## src/big5tcl_pkg.sv

```systemverilog
`timescale 1ns / 1ps
// Shared types and constants for the Big5 text cursor layout block.
// No dependencies; imported by the core and the output buffer.
package big5tcl_pkg;

    localparam int CoordW  = 13;
    localparam int IndexW  = 16;
    localparam int CodeW   = 8;
    localparam int AdvW    = 8;
    localparam int CfgDatW = 13;
    localparam int CfgIdxW = 3;

    localparam logic [CodeW-1:0] CHAR_MIN     = 8'h1A;
    localparam logic [CodeW-1:0] CHAR_FIRST   = 8'h20;
    localparam logic [CodeW-1:0] CHAR_LAST    = 8'h7E;
    localparam logic [CodeW-1:0] CTRL_LIMIT   = 8'h20;
    localparam logic [8:0]       LEAD_BASE    = 9'h0A1;
    localparam logic [8:0]       ROW_SPAN     = 9'h09D;
    localparam logic [8:0]       LOW_HI_BASE  = 9'h062;
    localparam logic [8:0]       LOW_LO_BASE  = 9'h040;

    localparam logic [11:0] RST_WIN_LEFT  = 12'd0;
    localparam logic [11:0] RST_WIN_TOP   = 12'd0;
    localparam logic [12:0] RST_WIN_WIDTH = 13'd640;
    localparam logic [12:0] RST_WIN_HEIGHT = 13'd480;
    localparam logic [6:0]  RST_SGL_WIDTH = 7'd6;
    localparam logic [6:0]  RST_DBL_WIDTH = 7'd12;
    localparam logic [5:0]  RST_CHAR_GAP  = 6'd0;
    localparam logic [6:0]  RST_LINE_STEP = 7'd8;

    typedef enum logic [CfgIdxW-1:0] {
        REG_WIN_LEFT   = 3'd0,
        REG_WIN_TOP    = 3'd1,
        REG_WIN_WIDTH  = 3'd2,
        REG_WIN_HEIGHT = 3'd3,
        REG_SGL_WIDTH  = 3'd4,
        REG_DBL_WIDTH  = 3'd5,
        REG_CHAR_GAP   = 3'd6,
        REG_LINE_STEP  = 3'd7
    } cfg_reg_t;

    typedef struct packed {
        logic                     font_set;
        logic signed [IndexW-1:0] glyph_index;
        logic [CoordW-1:0]        pixel_x;
        logic [CoordW-1:0]        pixel_y;
    } glyph_t;

endpackage

```

## src/big5_text_cursor_layout_core.sv

```systemverilog
`timescale 1ns / 1ps
// Top level of the Big5 text cursor layout block.
// Depends on big5tcl_pkg and big5tcl_out_buf.

// Lays out a text byte stream in a window: bytes 0x1A to 0x7E become
// single-byte glyphs (index byte - 0x20), other nonzero bytes pair with the
// next byte as a Big5 lead/low pair, and each drawn glyph comes out with its
// screen position.
// One byte is accepted per cycle while s_tready is high; the cursor update
// and glyph index for a byte are computed in the accept cycle, and the
// result is registered in the output buffer, whose two entries let input
// continue while a result waits; s_tready drops only while both are occupied.
// Configuration is written through cfg_wr_en / cfg_index / cfg_wdata while
// the stream is idle; the user must keep to this, the block does not enforce it.
module big5_text_cursor_layout_core (
    input  logic        aclk,
    input  logic        aresetn,
    input  logic        s_tvalid,
    output logic        s_tready,
    input  logic [7:0]  s_tdata,   // [7:0] code_byte
    output logic        m_tvalid,
    input  logic        m_tready,
    output logic [47:0] m_tdata,   // [15:0] glyph_index, [28:16] pixel_x, [41:29] pixel_y
    output logic        m_tuser,   // [0] font_set
    input  logic        cfg_wr_en,
    input  logic [2:0]  cfg_index,
    input  logic [12:0] cfg_wdata
);
    import big5tcl_pkg::*;

    logic [11:0] win_left_reg, win_top_reg;
    logic [12:0] win_width_reg, win_height_reg;
    logic [6:0]  sgl_width_reg, dbl_width_reg, line_step_reg;
    logic [5:0]  char_gap_reg;

    logic              lead_pending_reg, lead_pending_next;
    logic [CodeW-1:0]  lead_value_reg, lead_value_next;
    logic [CoordW-1:0] cursor_x_reg, cursor_x_next;
    logic [CoordW-1:0] cursor_y_reg, cursor_y_next;

    logic              accept;
    logic [CodeW-1:0]  code;
    logic              is_zero, is_char, do_wrap_check, wrap, emit;
    logic [AdvW-1:0]   advance;
    logic [CoordW:0]   x_sum, y_sum;
    logic [CoordW-1:0] cx_w, cy_w;
    logic              push;
    glyph_t            result;
    glyph_t            out_data;

    logic signed [8:0]  lead_off, low_off, char_off;
    logic signed [17:0] lead_ext, low_ext, prod, serial;

    assign accept  = s_tvalid & s_tready;
    assign code    = s_tdata;
    assign is_zero = (code == '0);
    assign is_char = (code >= CHAR_MIN) && (code <= CHAR_LAST);

    assign advance = lead_pending_reg ? ({1'b0, dbl_width_reg} + {2'b00, char_gap_reg})
                                      : ({1'b0, sgl_width_reg} + {2'b00, char_gap_reg});

    assign do_wrap_check = !is_zero && (lead_pending_reg || is_char);
    assign x_sum = {1'b0, cursor_x_reg} + {{(CoordW+1-AdvW){1'b0}}, advance};
    assign y_sum = {1'b0, cursor_y_reg} + {{(CoordW+1-7){1'b0}}, line_step_reg};
    assign wrap  = do_wrap_check && (x_sum >= {1'b0, win_width_reg});
    assign cx_w  = wrap ? '0 : cursor_x_reg;
    assign cy_w  = (wrap && (y_sum < {1'b0, win_height_reg})) ? y_sum[CoordW-1:0]
                                                               : cursor_y_reg;

    assign emit = !is_zero && (lead_pending_reg ? (lead_value_reg >= CTRL_LIMIT) : is_char);

    // single-byte index goes negative for bytes below 0x20
    assign char_off = $signed({1'b0, code}) - $signed({1'b0, CHAR_FIRST});

    // Big5 serial: (lead - 0xA1) * 0x9D + (low - 0x62 or 0x40)
    assign lead_off = $signed({1'b0, lead_value_reg}) - $signed(LEAD_BASE);
    assign low_off  = $signed({1'b0, code})
                    - $signed(code[7] ? LOW_HI_BASE : LOW_LO_BASE);
    assign lead_ext = {{9{lead_off[8]}}, lead_off};
    assign low_ext  = {{9{low_off[8]}}, low_off};
    assign prod     = lead_ext * $signed({9'd0, ROW_SPAN});
    assign serial   = prod + low_ext;

    always_comb begin
        result.font_set    = lead_pending_reg;
        result.glyph_index = lead_pending_reg ? serial[IndexW-1:0]
                                              : {{(IndexW-9){char_off[8]}}, char_off};
        result.pixel_x     = {1'b0, win_left_reg} + cx_w;
        result.pixel_y     = {1'b0, win_top_reg} + cy_w;
    end

    always_comb begin
        lead_pending_next = lead_pending_reg;
        lead_value_next   = lead_value_reg;
        cursor_x_next     = cursor_x_reg;
        cursor_y_next     = cursor_y_reg;
        if (accept) begin
            if (is_zero) begin
                lead_pending_next = 1'b0;
            end else if (lead_pending_reg || is_char) begin
                lead_pending_next = 1'b0;
                cursor_y_next     = cy_w;
                cursor_x_next     = emit ? (cx_w + {{(CoordW-AdvW){1'b0}}, advance}) : cx_w;
            end else begin
                lead_pending_next = 1'b1;
                lead_value_next   = code;
            end
        end
    end

    assign push = accept & emit;

    always_ff @(posedge aclk) begin
        if (!aresetn) begin
            lead_pending_reg <= 1'b0;
            lead_value_reg   <= '0;
            cursor_x_reg     <= '0;
            cursor_y_reg     <= '0;
        end else begin
            lead_pending_reg <= lead_pending_next;
            lead_value_reg   <= lead_value_next;
            cursor_x_reg     <= cursor_x_next;
            cursor_y_reg     <= cursor_y_next;
        end
    end

    always_ff @(posedge aclk) begin
        if (!aresetn) begin
            win_left_reg   <= RST_WIN_LEFT;
            win_top_reg    <= RST_WIN_TOP;
            win_width_reg  <= RST_WIN_WIDTH;
            win_height_reg <= RST_WIN_HEIGHT;
            sgl_width_reg  <= RST_SGL_WIDTH;
            dbl_width_reg  <= RST_DBL_WIDTH;
            char_gap_reg   <= RST_CHAR_GAP;
            line_step_reg  <= RST_LINE_STEP;
        end else if (cfg_wr_en) begin
            unique case (cfg_reg_t'(cfg_index))
                REG_WIN_LEFT:   win_left_reg   <= cfg_wdata[11:0];
                REG_WIN_TOP:    win_top_reg    <= cfg_wdata[11:0];
                REG_WIN_WIDTH:  win_width_reg  <= cfg_wdata;
                REG_WIN_HEIGHT: win_height_reg <= cfg_wdata;
                REG_SGL_WIDTH:  sgl_width_reg  <= cfg_wdata[6:0];
                REG_DBL_WIDTH:  dbl_width_reg  <= cfg_wdata[6:0];
                REG_CHAR_GAP:   char_gap_reg   <= cfg_wdata[5:0];
                REG_LINE_STEP:  line_step_reg  <= cfg_wdata[6:0];
                default: ;
            endcase
        end
    end

    big5tcl_out_buf u_out_buf (
        .aclk      (aclk),
        .aresetn   (aresetn),
        .push      (push),
        .push_data (result),
        .in_ready  (s_tready),
        .m_tvalid  (m_tvalid),
        .m_tready  (m_tready),
        .m_data    (out_data)
    );

    assign m_tuser = out_data.font_set;
    assign m_tdata = {6'd0, out_data.pixel_y, out_data.pixel_x, out_data.glyph_index};

endmodule

```

## src/big5tcl_out_buf.sv

```systemverilog
`timescale 1ns / 1ps
// Two-entry output buffer (output register plus skid register) for glyph results.
// Depends on big5tcl_pkg.
module big5tcl_out_buf (
    input  logic                 aclk,
    input  logic                 aresetn,
    input  logic                 push,
    input  big5tcl_pkg::glyph_t  push_data,
    output logic                 in_ready,
    output logic                 m_tvalid,
    input  logic                 m_tready,
    output big5tcl_pkg::glyph_t  m_data
);
    import big5tcl_pkg::*;

    logic   out_valid_reg, out_valid_next;
    logic   skid_valid_reg, skid_valid_next;
    glyph_t out_reg, out_next;
    glyph_t skid_reg, skid_next;
    logic   pop;

    assign pop      = out_valid_reg & m_tready;
    assign in_ready = ~skid_valid_reg;
    assign m_tvalid = out_valid_reg;
    assign m_data   = out_reg;

    always_comb begin
        out_valid_next  = out_valid_reg;
        skid_valid_next = skid_valid_reg;
        out_next        = out_reg;
        skid_next       = skid_reg;
        if (pop || !out_valid_reg) begin
            if (skid_valid_reg) begin
                out_next        = skid_reg;
                out_valid_next  = 1'b1;
                skid_valid_next = 1'b0;
            end else begin
                out_next       = push_data;
                out_valid_next = push;
            end
        end else if (push) begin
            skid_next       = push_data;
            skid_valid_next = 1'b1;
        end
    end

    always_ff @(posedge aclk) begin
        if (!aresetn) begin
            out_valid_reg  <= 1'b0;
            skid_valid_reg <= 1'b0;
        end else begin
            out_valid_reg  <= out_valid_next;
            skid_valid_reg <= skid_valid_next;
        end
        out_reg  <= out_next;
        skid_reg <= skid_next;
    end

endmodule

```

## config.mk

```make
export PLATFORM = sky130hd
export DESIGN_NAME = big5_text_cursor_layout_core
export DESIGN_NICKNAME = d
export VERILOG_FILES = /design/src/big5tcl_pkg.sv /design/src/big5_text_cursor_layout_core.sv /design/src/big5tcl_out_buf.sv
export SDC_FILE = /design/constraint.sdc
export NUM_CORES = 1
export LEC_CHECK = 0
export BUFFER_PORTS_ARGS = -buffer_cell sky130_fd_sc_hd__buf_2
export CORE_MARGIN = 10
export CORE_UTILIZATION = 35
export DETAILED_ROUTE_END_ITERATION = 8
export PLACE_DENSITY_LB_ADDON = 0.05
export SLEW_MARGIN = 20
export SYNTH_ARGS = -nofsm -noshare
export SYNTH_HDL_FRONTEND = slang
export SYNTH_SLANG_ARGS = --single-unit
export TNS_END_PERCENT = 20
```

## constraint.sdc

```tcl
create_clock -name aclk -period 11.35 [get_ports aclk]
set_input_delay 0.5675 -clock aclk [delete_from_list [all_inputs] [get_ports aclk]]
set_output_delay 0.5675 -clock aclk [all_outputs]
set_load 0.05 [all_outputs]
```

==> results of run 1 <==
cell families (layout without fill, tap and decap cells):
kind of cell             Yosys count  after routing
AND/OR/NAND/NOR                  431            431
XOR/XNOR                          90             90
adder cells (fa/ha/maj)          170            170
AO/OA/AOI/OAI                    266            266
other                              1              6
flip-flops                       200            200
multiplexers                      52             52
buffers and inverters            179            238
metrics by stage:
step | area [um2] | instances | setup WS (ns) | hold slack [ns] | util [%]
final | 14300 | 1921 | 2.31 | 0.369 | 39.2
after detailed placement | 13700 | 1889 | 2.46 | 0.443 | 37.5
after floorplan | 12900 | 1394 | 3.62 | 0.419 | -
after global routing | 14300 | 1921 | 1.65 | 0.345 | 39.2
after global placement | 13700 | 1889 | 2.79 | 0.444 | 37.5
after CTS | 14300 | 1921 | 2.41 | 0.340 | 39.2
power breakdown:
part	internal (W)	switching (W)
clock network	0.000329	0.000303
logic	0.000699	0.000987
registers	0.000816	0.0000149
Yosys cell counts, types with 8 or more instances:
cell / count / area, um2
a21o_1: 23 / 173
a21oi_1: 118 / 591
a22oi_1: 8 / 60.1
and2_1: 14 / 87.6
clkbuf_1: 43 / 161
dfxtp_1: 114 / 2280
edfxtp_1: 86 / 2580
fa_1: 37 / 741
ha_1: 133 / 1660
inv_1: 123 / 462
mux2_2: 42 / 473
mux2i_1: 10 / 100
nand2_1: 230 / 863
nand3_1: 24 / 120
nor2_1: 80 / 300
nor2b_1: 12 / 75.1
nor3_1: 25 / 125
o211ai_1: 15 / 113
o21a_1: 14 / 105
o21ai_0: 37 / 185
o21bai_1: 10 / 75.1
xnor2_1: 60 / 526
xor2_1: 29 / 254
placed cells by master, fill, tap and decap left out, drive strengths merged, types with 4 or more instances in the layout:
cell / synthesis / final
a211o: 4 / 4
a211oi: 6 / 6
a21o: 23 / 23
a21oi: 119 / 119
a22oi: 8 / 8
a31oi: 7 / 7
and2: 14 / 14
and3: 4 / 4
buf: 13 / 83
clkbuf: 43 / 19
conb: 1 / 6
dfxtp: 114 / 114
edfxtp: 86 / 86
fa: 37 / 37
ha: 133 / 133
inv: 123 / 131
mux2: 42 / 42
mux2i: 10 / 10
nand2: 230 / 230
nand2b: 6 / 6
nand3: 24 / 24
nand4: 6 / 6
nor2: 80 / 80
nor2b: 12 / 12
nor3: 25 / 25
nor4: 7 / 7
o211ai: 16 / 16
o21a: 14 / 14
o21ai: 38 / 38
o21bai: 10 / 10
o31ai: 6 / 6
or2: 8 / 8
or3: 5 / 5
xnor2: 60 / 60
xor2: 29 / 29
layer usage:
metal | vias to the layer above | wire, um | track usage [%]
met3 | 22 | 1170 | 3.15
met4 | 0 | 378 | 3.57
met5 | - | 0 | 0
li1 | 4847 | - | -
met1 | 4362 | 17800 | 22.3
met2 | 119 | 13800 | 22.4
tightest hold or removal path, cell delays in order:
cell and delay, ns:
buf_2 0.11, nand2_1 0.05, a21oi_1 0.05
area by class of cell:
type / instances / area share (%)
sequential: 200 / 34.0
inverter: 123 / 3.23
timing repair buffer: 83 / 3.08
tap: 468 / 4.09
multi-input combinational: 1015 / 51.4
clock buffer: 19 / 3.24
clock inverter: 13 / 0.935
path summary, 6_finish.rpt:
| path | start | end | slack (ns) | depth (start not counted) |
|---|---|---|---|---|
| setup / recovery | lead_pending_reg | u_out_buf.m_data[12] | 2.31 | 34 |
| hold / removal | cfg_wdata[12] | win_width_reg[12] | 0.37 | 3 |
| setup reg to reg | lead_pending_reg | u_out_buf.m_data[12] | 2.31 | 34 |
| hold reg to reg | win_width_reg[2] | win_width_reg[2] | 0.45 | 2 |
==> impl_metrics.csv, run 1 <==
group,metric,value,unit
placed_design,place.gp.congestion,0.820,
sta,period_needed,9.04,ns
critical_path,critical-path-max-stage-delay,0.69,ns
critical_path,required,11.55,ns
route,wl,33.2,mm
yosys,yosys.area_share.simple,14.6,%
yosys,synth.avg_cell_area,9.29,um2
yosys,synth_top_family_by_area,"adder cells",
floorplan,die_w,212,um
floorplan,die_h,212,um
pwr,peakVddDrop,0.000177,V
route,wire_per_inst,17.3,um
pwr,power.density,220,nW/um2
yosys,synth-edff-count,86,
global_route,antenna_found_initial,0,
route,vias,9350,
yosys,synth-seq-cells,200,
global_route,track_usage,15.2,%
yosys,yosys_warnings,0,
finish,multi_input_area,7360,um2
finish,final_nets,1639,
yosys,synth_xor_area_share,6.23,%
finish,fill_cells,3652,
route,route.detailed.drc,0,
critical_path,arrival,9.24,ns
finish,diodes,0,
floorplan,start_util,35.3,%
yosys,synthesis.area,12900,um2
floorplan,num_rows,70,
clock_tree,holdBufCountCts,0,
flow_run,timing.max_cap.violations,0,
yosys,async_reset_ff_share,0,%
sta,timing.slew.headroom,29.3,%
sta,fmax,0.111,GHz
clock_tree,cts_root_buf,"clkbuf_16",
finish,drive_above_1_share,12.2,%
route,first_pass_iters,5,
clock_tree,cts_sinks,200,
critical_path,path_max_fanout,29,
yosys,synth-compound-area-share,12.9,%
clock_tree,cts.htree.levels,4,
placed_design,place_hpwl,25.2,mm
critical_path,path_class,"flop to flop",
yosys,syn-instance-count,1389,
yosys,yosysUniqueCellTypes,60,
critical_path,critPathSlowestCell,"or2_1",
floorplan,io_pins,80,
yosys,yosysSeqAreaShare,37.7,%
critical_path,cp-start-kind,"flop",
finish,layout.area.seq,4860,um2
hold_path,min_path_type,"input port to flop",
yosys,synthMuxAreaShare,4.44,%
sta,fin_crit_sh,79.6,%
critical_path,worst_path_most_repeated_cell,"o21ai_0",
critical_path,cp-end-kind,"flop",
yosys,synthFlopType,"dfxtp_1",
route,ant_nets,0,
placed_design,port_buffers,73,
floorplan,core-area,36500,um2
finish,area_growth,11.0,%
yosys,synth_fa_ha_area_share,18.6,%
sta,finalSetupTns,0,ns
pwr,totalPowerFinal,0.00315,W
clock_tree,numCtsBuffers,17,
global_route,grt_pass1_wl,53.5,mm
sta,rsz0062_at_grt,"false",
status,outcome,"finished, final reports clean",
global_route,grt_pass1_vias,9459,
global_route,grt_start_max_net_pins,58,
clock_tree,insertion_delay,0.45,ns
clock_tree,clock_path_buffers,2,
critical_path,crit_buf_inv,3,
critical_path,cpLargestDelayFamily,"compound AO/OA/AOI/OAI gates",
global_route,overflow,0,
sta,worstMarginPinSlew,1.06,ns
sta,finalHoldViolations,0,
pwr,p_leak,6.32,nW
sta,fin_skew,0.0101,ns
clock_tree,cts_resized,0,
clock_tree,clk_pin_slew,0.08,ns
route,vias_per_cell,4.87,
clock_tree,cts_setup_buffers,0,
route,dr.first_iter.drc_count,466,
sta,drv_slew,0,
clock_tree,cts_tree,"done",
sta,setup_viol,0,
floorplan,dieArea,44900,um2
Power figures use the tool's default switching activity.
==> inputs of run 2 (changes only) <==
--- a/config.mk
+++ b/config.mk
@@ -5,6 +5,7 @@
 export SDC_FILE = /design/constraint.sdc
 export NUM_CORES = 1
 export LEC_CHECK = 0
+export ABC_AREA = 1
 export BUFFER_PORTS_ARGS = -buffer_cell sky130_fd_sc_hd__buf_2
 export CORE_MARGIN = 10
 export CORE_UTILIZATION = 35
==> constraint.sdc (replaced) <==
create_clock -name aclk -period 9.4 [get_ports aclk]
set_input_delay 0.47 -clock aclk [delete_from_list [all_inputs] [get_ports aclk]]
set_output_delay 0.47 -clock aclk [all_outputs]
set_load 0.05 [all_outputs]
==> run 2 against run 1 <==
Effect of this change:
- first-iteration DRC count is 46% higher
- highest routed layer unchanged
- sequential power is 25% higher
- synthesized area is 2.1% higher
- cell count is 15% higher
==> impl_metrics.csv, run 2 <==
group,metric,value,unit
status,outcome,"finished, final reports clean",
critical_path,startpoint,"lead_pending_reg",
clock_tree,cts_resized,0,
hold_path,holdPathStages,3,
critical_path,crit_buf_inv,5,
sta,rsz0062_at_grt,"false",
global_route,track_usage,15.6,%
yosys,synth.avg_cell_area,7.99,um2
yosys,netlist_top_cells_area,"edfxtp_1 (20%), dfxtp_1 (17%), ha_1 (13%), nand2_1 (9.5%), inv_1 (6.3%)",
critical_path,critPathSlowestCell,"dfxtp_1",
yosys,syn-instance-count,1649,
route,vias_per_cell,4.69,
critical_path,r2r-start,"lead_pending_reg",
critical_path,path_class,"flop to flop",
route,wire_per_inst,16.2,um
yosys,yosysUniqueCellTypes,48,
yosys,synth.most_common_cell,"nand2_1",
sta,finalSetupTns,0,ns
finish,area_growth,10.4,%
critical_path,path_max_fanout,26,
finish,drive_above_1_share,8.18,%
critical_path,cpLargestDelayFamily,"adder cells",
placed_design,port_buffers,73,
floorplan,die_w,214,um
global_route,grt_pass1_wl,57.4,mm
yosys,yosys_warnings,0,
route,vias,10400,
sta,fmax,0.137,GHz
critical_path,worst_r2r_endpoint,"u_out_buf.m_data[25]",
route,route.detailed.drc,0,
pwr,p_leak,7.01,nW
critical_path,arrival,7.51,ns
yosys,synth-seq-cells,200,
route,wl,35.9,mm
clock_tree,cts_root_buf,"clkbuf_16",
yosys,post-synth-top-area-cell,"edfxtp_1",
finish,final_util,39.4,%
finish,stdcell_count,2215,
critical_path,cp-start-kind,"flop",
flow_run,timing.max_cap.violations,0,
clock_tree,clk_pin_slew,0.08,ns
clock_tree,cts_sinks,200,
route,ant_nets,0,
route,dr.first_iter.drc_count,682,
floorplan,num_rows,70,
sta,setup_viol,0,
critical_path,required,9.60,ns
clock_tree,insertion_delay,0.45,ns
floorplan,dieArea,45800,um2
pwr,peakVddDrop,0.000297,V
yosys,yosysSeqAreaShare,36.9,%
finish,diodes,0,
route,first_pass_iters,5,
finish,layout_common_cells,"nand2_1 (333), inv_1 (222), nor2_1 (193)",
placed_design,place.gp.congestion,0.836,
clock_tree,cts.htree.levels,4,
placed_design,place_area,14000,um2
sta,fin_skew,0.0187,ns
yosys,synth.top_cell.area_share,19.6,%
global_route,grt_pass1_vias,9992,
yosys,synth-edff-count,86,
finish,final_common_cell,"nand2_1",
sta,drv_slew,0,
hold_path,min_path_type,"input port to flop",
critical_path,critical-path-max-stage-delay,0.93,ns
critical_path,worst-path-stages,36,
clock_tree,numCtsBuffers,17,
placed_design,pre_cts_slack,2.07,ns
floorplan,io_pins,80,
placed_design,place_inst,2183,
critical_path,worst_path_most_repeated_cell,"nand2_1",
floorplan,core-area,36900,um2
clock_tree,clock_path_buffers,2,
sta,timing.slew.headroom,34.9,%
global_route,grt_start_max_net_pins,53,
global_route,antenna_found_initial,0,
clock_tree,cts_tree,"done",
pwr,power.density,302,nW/um2
sta,period_needed,7.31,ns
yosys,ys_top_cells_by_count,"nand2_1 (334), inv_1 (222), nor2_1 (194)",
sta,fin_crit_sh,77.8,%
clock_tree,cts_setup_buffers,0,
sta,worstMarginPinSlew,0.974,ns
sta,finalHoldViolations,0,
finish,final_nets,1897,
yosys,synthFlopType,"dfxtp_1",
critical_path,crit_path_end,"u_out_buf.m_data[25]",
floorplan,die_h,214,um
floorplan,start_util,35.7,%
finish,finalInstanceArea,14500,um2
sta,setup_slack,2.09,ns
yosys,async_reset_ff_share,0,%
clock_tree,holdBufCountCts,0,
critical_path,rrSetupSlack,2.09,ns
critical_path,cp-end-kind,"flop",
global_route,overflow,0,
placed_design,place_hpwl,27.3,mm
yosys,synthesis.area,13200,um2
critical_path,reg2reg_depth,36,
==> run 2: changes by cell type after synthesis, moves of 22 or more <==
cell | previous run | this run
mux2_2 | 42 | 0
o21ai_0 | 37 | 136
nor2_1 | 80 | 194
xnor2_1 | 60 | 19
nand3_1 | 24 | 46
nand2_1 | 230 | 334
inv_1 | 123 | 222
==> run 2: logic make-up (layout without fill, tap and decap cells) <==
| logic type | after synthesis | in the layout | share of synthesized area [%] |
|---|---|---|---|
| and+or+nand+nor | 621 | 621 | 19.6 |
| AOI/OAI and AO/OA | 311 | 311 | 12.5 |
| buffers and inverters | 282 | 339 | 8.45 |
| DFF | 200 | 200 | 36.9 |
| adders and majority gates | 170 | 170 | 18.3 |
| xor gates and xnor gates | 62 | 62 | 4.12 |
| muxes | 2 | 2 | 0.152 |
| other | 1 | 6 | 0.0285 |
==> run 2: worst register-to-register path, delay by kind of cell (launching register included) <==
family / cells / cell delay (ns)
buffers and inverters: 5 / 0.84
AO/OA/AOI/OAI: 8 / 1.40
flip-flops: 1 / 0.93
XOR/XNOR: 2 / 0.32
AND/OR/NAND/NOR: 15 / 1.47
adder cells (fa/ha/maj): 6 / 2.10
==> run 2: cell type report <==
cell class / instances / area, um2
Clock buffer: 19 / 443
Clock inverter: 13 / 106
Inverter: 228 / 858
Sequential cell: 200 / 4860
Timing Repair Buffer: 79 / 410
Fill cell: 3806 / 22300
Multi-Input combinational cell: 1172 / 7220
Tap cell: 504 / 631
==> run 2: worst min path at each step <==
stage,start,to
3_5_place_dp,sgl_width_reg[2],sgl_width_reg[2]
5_1_grt,cfg_wdata[12],win_height_reg[12]
6_report,cfg_wdata[12],win_height_reg[12]
2_1_floorplan,lead_pending_reg,u_out_buf.skid_reg[42]
3_3_place_gp,win_width_reg[6],win_width_reg[6]
4_1_cts,s_tdata[1],lead_value_reg[1]
==> run 2: through the flow <==
stage / hold slack [ns] / total power [W]
after detailed placement: 0.450 / 0.00371
after CTS: 0.325 / 0.00444
after global routing: 0.374 / 0.00490
after global placement: 0.454 / 0.00371
final: 0.344 / 0.00439
after floorplan: 0.403 / 0.00307
==> run 2: report_power, final <==
part | total, W | switching (W) | internal, W
Combinational | 0.00263 | 0.00168 | 0.000945
Sequential | 0.00104 | 0.0000315 | 0.00101
Clock | 0.000719 | 0.000364 | 0.000355
==> run 2: layer usage <==
| metal | up-vias | GRT usage [%] | part of all wire, % | wire length [um] |
|---|---|---|---|---|
| met5 | - | 0 | 0 | 0 |
| met2 | 161 | 22.6 | 41 | 14800 |
| met4 | 0 | 3.62 | 1.1 | 402 |
| met3 | 16 | 2.62 | 3.9 | 1380 |
| li1 | 5455 | - | - | - |
| met1 | 4765 | 23.5 | 54 | 19300 |
==> inputs of run 3 (changes only) <==
--- a/config.mk
+++ b/config.mk
@@ -5,7 +5,7 @@
 export SDC_FILE = /design/constraint.sdc
 export NUM_CORES = 1
 export LEC_CHECK = 0
-export ABC_AREA = 1
+export ABC_AREA = 0
 export BUFFER_PORTS_ARGS = -buffer_cell sky130_fd_sc_hd__buf_2
 export CORE_MARGIN = 10
 export CORE_UTILIZATION = 35
==> constraint.sdc (replaced) <==
create_clock -name aclk -period 6.7 [get_ports aclk]
set_input_delay 0.335 -clock aclk [delete_from_list [all_inputs] [get_ports aclk]]
set_output_delay 0.335 -clock aclk [all_outputs]
set_load 0.05 [all_outputs]
==> run 3 against run 2 <==
Effect of this change:
- routed wire length decreased by 5.5%
- worst hold slack got worse by 0.21 ns
- critical path depth unchanged
- design area increased by 5.4%
==> impl_metrics.csv, run 3 (synthesized netlist as in run 1, its figures left out) <==
group,metric,value,unit
route,ant_nets,0,
pwr,power.density,350,nW/um2
global_route,grt_pass1_vias,9415,
finish,area_growth,18.8,%
sta,rsz0062_at_grt,"true",
placed_design,pre_cts_slack,-0.313,ns
finish,drive_above_1_share,20.8,%
pwr,p_leak,6.72,nW
status,outcome,"finished, final reports clean",
clock_tree,cts.htree.levels,4,
route,dr.first_iter.drc_count,402,
clock_tree,clock_path_buffers,2,
placed_design,place_hpwl,25.4,mm
clock_tree,cts_tree,"done",
flow_run,timing.max_cap.violations,0,
placed_design,place_area,14200,um2
critical_path,path_max_fanout,5,
finish,layout_common_cells,"nand2_1 (230), ha_1 (121), inv_1 (114)",
critical_path,required,6.92,ns
critical_path,critPathSlowestCell,"fa_2",
route,route.detailed.drc,0,
global_route,track_usage,15.3,%
sta,setup_viol,0,
clock_tree,holdBufCountCts,0,
floorplan,die_h,212,um
floorplan,die_w,212,um
clock_tree,numCtsBuffers,17,
placed_design,place.gp.congestion,0.844,
global_route,antenna_found_initial,0,
critical_path,path_class,"flop to flop",
global_route,grt_pass1_wl,53.7,mm
critical_path,cpLargestDelayFamily,"compound AO/OA/AOI/OAI gates",
sta,fin_skew,0.0127,ns
sta,period_needed,6.69,ns
clock_tree,insertion_delay,0.47,ns
sta,finalSetupTns,0,ns
critical_path,worst_path_most_repeated_cell,"buf_4",
floorplan,core-area,36500,um2
hold_path,min_path_type,"input port to flop",
finish,stdcell_count,1996,
placed_design,place_inst,1944,
finish,final_common_cell,"nand2_1",
floorplan,io_pins,80,
pwr,totalPowerFinal,0.00536,W
critical_path,cp-start-kind,"flop",
sta,finalHoldViolations,0,
placed_design,port_buffers,73,
sta,timing.slew.headroom,32.6,%
sta,worstMarginPinSlew,1.01,ns
floorplan,num_rows,70,
sta,fmax,0.149,GHz
finish,finalInstanceArea,15300,um2
route,vias_per_cell,4.87,
route,first_pass_iters,5,
finish,fill_cells,3611,
critical_path,cp-end-kind,"flop",
sta,setup_slack,0.00825,ns
floorplan,start_util,35.3,%
route,vias,9711,
finish,diodes,0,
clock_tree,cts_sinks,200,
global_route,overflow,0,
route,wl,33.9,mm
critical_path,critical-path-max-stage-delay,0.39,ns
route,wire_per_inst,17.0,um
sta,fin_crit_sh,99.9,%
critical_path,crit_buf_inv,8,
clock_tree,cts_root_buf,"clkbuf_16",
sta,drv_slew,0,
finish,final_nets,1714,
clock_tree,clk_pin_slew,0.08,ns
global_route,grt_start_max_net_pins,85,
pwr,peakVddDrop,0.000415,V
critical_path,arrival,6.91,ns
floorplan,dieArea,44900,um2
==> run 3: changes by cell type in the layout (fill, tap and decap cells not counted), sizes merged, moves of 26 or more <==
| cell | delta |
|---|---|
| o21ai | -114 |
| nor2 | -122 |
| xnor2 | +41 |
| buf | +78 |
| mux2 | +42 |
| nand2 | -109 |
| inv | -104 |
| nand3 | -26 |
==> run 3: cell type report <==
| type | instances | area (um2) | share of cell area [%] |
|---|---|---|---|
| well taps | 468 | 586 | 3.82 |
| flip-flops and latches | 200 | 4870 | 31.8 |
| clock buffers | 17 | 425 | 2.78 |
| clock inverters | 15 | 176 | 1.15 |
| inverters | 123 | 464 | 3.03 |
| multi-input cells | 1015 | 7750 | 50.6 |
| repair buffers | 158 | 1050 | 6.87 |
==> run 3: what timing repair did <==
action,4_1_cts,5_1_grt
resized for setup,8,69
cloned,0,1
pin swaps,3,45
endpoints found under the hold margin,0,0
endpoints found under the setup margin,14,31
setup buffers,2,17
==> run 3: metal layers <==
metal | vias to the layer above | GRT usage [%] | part of all wire [%]
li1 | 4989 | - | -
met1 | 4561 | 23.0 | 54
met3 | 25 | 2.37 | 3.4
met4 | 0 | 4.76 | 1.4
met2 | 136 | 21.9 | 42
met5 | - | 0 | 0
==> run 3: worst register-to-register path, delay by kind of cell (launching register included) <==
family	cells	cell delay, ns
AND/OR/NAND/NOR	4	0.59
adder cells (fa/ha/maj)	4	1.11
buffers and inverters	8	1.06
multiplexers	3	0.74
AO/OA/AOI/OAI	14	2.12
flip-flops	1	0.36
XOR/XNOR	3	0.48
==> run 3: worst paths after layout <==
kind	from	to	slack, ns	depth (start not counted)
worst min-delay path	cfg_wdata[12]	win_width_reg[12]	0.13	3
worst max register to register	lead_pending_reg	u_out_buf.m_data[10]	0.008	36
worst min register to register	sgl_width_reg[4]	sgl_width_reg[4]	0.45	2
worst max-delay path	lead_pending_reg	u_out_buf.m_data[10]	0.008	36
==> run 3: through the flow <==
step	hold slack (ns)	util, %
2_1_floorplan	0.420	-
3_3_place_gp	0.439	38.9
3_5_place_dp	0.446	38.9
4_1_cts	0.116	40.7
5_1_grt	0.141	42.0
6_report	0.132	42.0
==> run 3: power by group <==
group	leakage, nW	total, W	switching, W	internal, W
sequential	1.80	0.00141	0.0000255	0.00138
clock	0.296	0.00108	0.000541	0.000535
combinational	4.63	0.00288	0.00167	0.00121
